### src/sv/ptcu_pkg.sv
package ptcu_pkg;

  localparam int CAL_W     = 16;
  localparam int CAL_IDX_W = 3;
  localparam int RAW_W     = 24;
  localparam int TEMP_W    = 19;
  localparam int PRES_W    = 23;
  localparam int NUM_STG   = 9;

  localparam logic signed [20:0] TEMP_BASE = 21'sd2000;
  localparam logic [TEMP_W-1:0]  TEMP_MAX  = 19'h3FFFF;
  localparam logic [TEMP_W-1:0]  TEMP_MIN  = 19'h40000;
  localparam logic [PRES_W-1:0]  PRES_MAX  = 23'h3FFFFF;
  localparam logic [PRES_W-1:0]  PRES_MIN  = 23'h400000;

  typedef enum logic [CAL_IDX_W-1:0] {
    CAL_PRESSURE_SENSITIVITY   = 3'd0,
    CAL_PRESSURE_OFFSET        = 3'd1,
    CAL_SENSITIVITY_TEMP_COEFF = 3'd2,
    CAL_OFFSET_TEMP_COEFF      = 3'd3,
    CAL_REFERENCE_TEMPERATURE  = 3'd4,
    CAL_TEMPERATURE_COEFF      = 3'd5
  } cal_idx_e;

  typedef struct packed {
    logic [CAL_W-1:0] pressure_sensitivity;
    logic [CAL_W-1:0] pressure_offset;
    logic [CAL_W-1:0] sensitivity_temp_coeff;
    logic [CAL_W-1:0] offset_temp_coeff;
    logic [CAL_W-1:0] reference_temperature;
    logic [CAL_W-1:0] temperature_coeff;
  } cal_t;

endpackage

### src/sv/ptcu_cal_regs.sv
module ptcu_cal_regs import ptcu_pkg::*; (
  input  logic                 clk_i,
  input  logic                 rst_ni,
  input  logic                 cfg_valid_i,
  output logic                 cfg_ready_o,
  input  logic [CAL_IDX_W-1:0] cfg_index_i,
  input  logic [CAL_W-1:0]     cfg_data_i,
  output cal_t                 cal_o
);

  cal_t cal_q, cal_d;

  assign cfg_ready_o = 1'b1;
  assign cal_o       = cal_q;

  always_comb begin
    cal_d = cal_q;
    if (cfg_valid_i) begin
      case (cal_idx_e'(cfg_index_i))
        CAL_PRESSURE_SENSITIVITY:   cal_d.pressure_sensitivity   = cfg_data_i;
        CAL_PRESSURE_OFFSET:        cal_d.pressure_offset        = cfg_data_i;
        CAL_SENSITIVITY_TEMP_COEFF: cal_d.sensitivity_temp_coeff = cfg_data_i;
        CAL_OFFSET_TEMP_COEFF:      cal_d.offset_temp_coeff      = cfg_data_i;
        CAL_REFERENCE_TEMPERATURE:  cal_d.reference_temperature  = cfg_data_i;
        CAL_TEMPERATURE_COEFF:      cal_d.temperature_coeff      = cfg_data_i;
        default: ;
      endcase
    end
  end

  always_ff @(posedge clk_i or negedge rst_ni) begin
    if (!rst_ni) begin
      cal_q <= '0;
    end else begin
      cal_q <= cal_d;
    end
  end

endmodule

### config.mk
export PLATFORM = sky130hd
export DESIGN_NAME = ptcu_cal_regs
export DESIGN_NICKNAME = d
export VERILOG_FILES = /design/src/sv/ptcu_pkg.sv /design/src/sv/ptcu_cal_regs.sv
export SDC_FILE = /design/constraint.sdc
export NUM_CORES = 1
export LEC_CHECK = 0
export CAP_MARGIN = 20
export CORE_MARGIN = 2
export CORE_UTILIZATION = 45
export DETAILED_ROUTE_END_ITERATION = 6
export DONT_BUFFER_PORTS = 1
export HOLD_SLACK_MARGIN = 0.03
export SYNTH_ARGS = -nofsm -noshare
export SYNTH_HDL_FRONTEND = slang
export SYNTH_SLANG_ARGS = --single-unit
### constraint.sdc
create_clock -name clk_i -period 1 [get_ports clk_i]
set_input_delay 0.05 -clock clk_i [delete_from_list [all_inputs] [get_ports clk_i]]
set_output_delay 0.05 -clock clk_i [all_outputs]
set_load 0.02 [all_outputs]
# Word level (Yosys, flattened, before mapping)
# Index checks and enable logic that the tools add are counted.
dict set report classes {
  n_eq_ne 5
  reduce_logical 7
}
# op n
set ops {}
lappend ops {{AND reduction 2 bit} 6}
lappend ops {{== test 3 x 2 -> 1 bit (second input constant)} 2}
lappend ops {{== test 3 bit (second input constant)} 2}
lappend ops {{== test 3 x 1 -> 1 bit (second input constant)} 1}
lappend ops {{logical NOT 3 bit} 1}
dict set report totals {
  regBits 96
  inputBits 22
  out_inout_bits 97
}

# Logic depth before layout (Yosys ltp)
dict set report logic_depth {
  depth_word 2
  mapped_depth 5
  mapped_depth_nobuf 2
}

# Worst setup path after synthesis
# No wires, ideal clock.
dict set report synth_path {
  kind {input -> register}
  from {input port cfg_index_i[0]}
  to {register cal_q (netlist bit cal_o[80])}
  setup_ns 0.125
  arrival_ns 1.113
  slack_ns -0.238
  path_stages 4
  path_cell_list {buf_6 nor4b_4 buf_6 mux2_2}
}
dict set report synth_via {
  elab_chain_len 2
}
# item line
set synth_rtl {}
lappend synth_rtl {{from (decl)} ptcu_cal_regs.sv:6} ;# input logic [CAL_IDX_W-1:0] cfg_index_i,
lappend synth_rtl {{logical NOT 3 bit} ptcu_cal_regs.sv:19} ;# case (cal_idx_e'(cfg_index_i))
lappend synth_rtl {{AND reduction 2 bit (no line)} -}
lappend synth_rtl {{to (signal assigned)} ptcu_cal_regs.sv:35} ;# cal_q <= cal_d;
lappend synth_rtl {{to (decl)} ptcu_cal_regs.sv:11} ;# cal_t cal_q, cal_d;
# No other way between the ends.
# A chain may end at the register's enable or synchronous reset.

# Final worst setup path
dict set report layout_path {
  from {register cal_q (netlist bit cal_o[91])}
  to {output port cal_o[91] (netlist name)}
}
# item line
set layout_rtl {}
lappend layout_rtl {{to (decl)} ptcu_cal_regs.sv:8} ;# output cal_t cal_o
# No word-level cell between the ends.

==> metrics.txt <==
outcome=finished, violations left; failing checks=hold timing; largest family of logic cells by synthesized area=multiplexers; CP max FO=2; crit path time final=0.9723 ns; syn_nets=approximately 230; slowest stage delay, CP=0.42 ns; max_cap viols=0; library cells used by synthesis=12; post-synthesis sequential area ratio=0.6511; VDD IR max=approximately 0.0011 V; DRT Wirelength=~8500 um; CP Class=register to primary output; Slowest-stage cell, CP=dfrtp_1; unrepaired setup endpoints after global routing=true; core area=between 8000 and 9000 um2; post-synthesis adder-cell area fraction=0; Clock Latency Late Sink=between 0.3 and 0.4 ns; static leakage=between 2 and 2.5 nW; vias in the first global route=~2,500; CP top delay family=flip-flops; CP Launch Type=register; initial core utilization=0.4559; CTS buffer count=9; CTS clk-pin slew, worst paths=roughly 0.1 ns; die width=about 95 um; max reg flops=96; Fill cells=617; DRC Markers=0; Compound-Gate Fraction of Synth Area=0; sequential share of power=0.454; GRT Resource Usage Total=0.1984; CP bufs+invs=1; final net count=370; commonest non-fill, non-tap cell in the layout=buf_4; Setup crit end kind=primary output; Worst EP arrival=around 0.92 ns; gpl congestion=0.7526; fin area=5233 um2; Gate power share=0.350; largest net degree at the start of global routing=97; DPL Wire Length=approximately 5700 um; vias per std cell=5.070; die height=94.55 um; most frequent cells in the layout=98 x buf_4, 96 x dfrtp_1, 60 x mux2_2; H-tree Lvls=3; drt first-iter violations=55; multiplexer area fraction after synthesis=0.2930; PwrDens=between 2000 and 2500 nW/um2; antenna diode instance count=0; synth-to-layout area growth=41.81%; total grt overflow=0; Hold Fails Final Rpt=96; #FFs+latches synth=96; Max clock buf depth=2; final period utilization=0.9723; HP Class=primary input to async pin; share of cells above drive strength 1=0.6742; DP Area=approximately 4700 um2; P_sw=3.726 mW; initial antenna violation count=0; WP data required=0.95 ns; Mapped Avg Cell Area=17.57 um2; clock share of power=0.197; Avg WL per Cell=roughly 19 um; number of routed nets with antenna violations=0; WHS=-0.6072 ns; XOR/XNOR Fraction of Synth Area=0; critical-path cell list=buf_6; Hold Buf Count CTS=16; Clock Root Buffer=clkbuf_8; die area=8940 um2; Register Area=between 2000 and 2500 um2; synthesized instance count=210; cell area after synthesis=3690 um2; # rows=33; final slew viol count=0; yosys warns=0; I/O pin count=about 120; CTS tree=yes; Sw Ratio=0.3191; IO buf count=0; multi-input logic area=about 1300 um2; CTS Sinks=between 90 and 100; # setup viols final=0; Synth Area in Simple Gates=0.02475; fmax=a little over 1000 MHz; drt first pass iters=4; first-pass GRT wire length=around 13,000 um; Vias=between 2,000 and 2,500; Pint=slightly below 8 mW; Max Clock Skew=0 ns
==> cell type report <==
type                            count  area share
Clock buffer                       10     0.02630
Timing Repair Buffer              138      0.2312
Multi-Input combinational cell    103      0.2499
Clock inverter                      6    0.008369
Tap cell                          105     0.02511
Sequential cell                    96      0.4591
==> cells by family (layout without fill, tap and decap cells) <==
group / count (synthesis) / after routing
buffers and inverters: 11 / 154
and+or+nand+nor: 6 / 6
DFF: 96 / 96
muxes: 96 / 96
other: 1 / 1
==> path summary, 6_finish.rpt <==
path                                 from   endpoint  slack (ns)  cells past startpoint
setup / recovery                cal_o[91]  cal_o[91]        0.03                      1
setup reg to reg                cal_o[78]  cal_o[78]        0.07                      2
hold reg to reg                 cal_o[82]  cal_o[82]        0.50                      1
hold / removal                     rst_ni  cal_o[94]       -0.61                      0
max in group asynchronous          rst_ni  cal_o[17]        1.47                      0
min in group clk_i         cfg_index_i[1]  cal_o[89]        0.12                      3
==> Yosys cell counts <==
library cell	n	share of area
buf_4	1	0.0020
dfrtp_1	96	0.65
and4bb_1	1	0.0034
conb_1	1	0.0010
buf_8	1	0.0041
buf_6	7	0.021
and4bb_2	2	0.0068
nand4b_2	2	0.0081
mux2_1	1	0.0031
nor4b_4	1	0.0064
mux2_2	95	0.29
buf_2	2	0.0027
==> stage by stage <==
step	util	power [mW]	setup TNS (ns)	std cells	setup WS, ns
floorplan	-	7.312	-5.883	210	-0.2350
global placement	0.5779	8.866	-0.5624	407	-0.04585
detailed placement	0.5779	8.995	-1.072	407	-0.05234
CTS	0.6224	11.45	0	441	0.001347
global route	0.6466	12.23	-0.003203	458	-0.001761
finish	0.6466	11.68	0	458	0.02771
==> repair_timing <==
action	4_1_cts	5_1_grt
buffers inserted	2	17
resized for setup	1	18
setup endpoints to repair	3	30
hold endpoints to repair	192	96
==> layer usage <==
layer / up-vias / wire, um / GRT usage
met3: 16 / 489 / 0.04310
li1: 1029 / - / -
met2: 89 / 4290 / 0.3351
met5: - / 0 / 0
met1: 1188 / 3624 / 0.2533
met4: 0 / 125 / 0.07126
==> power groups by stage <==
| stage | Sequential, mW | Clock (mW) | Combinational, mW |
|---|---|---|---|
| global placement | 5.27 | 0 | 3.60 |
| finish | 5.30 | 2.30 | 4.08 |
| CTS | 5.28 | 2.38 | 3.79 |
| global route | 5.39 | 2.56 | 4.28 |
| floorplan | 6.30 | 0 | 1.01 |
| detailed placement | 5.34 | 0 | 3.66 |
(Power assumes the default switching activity.)
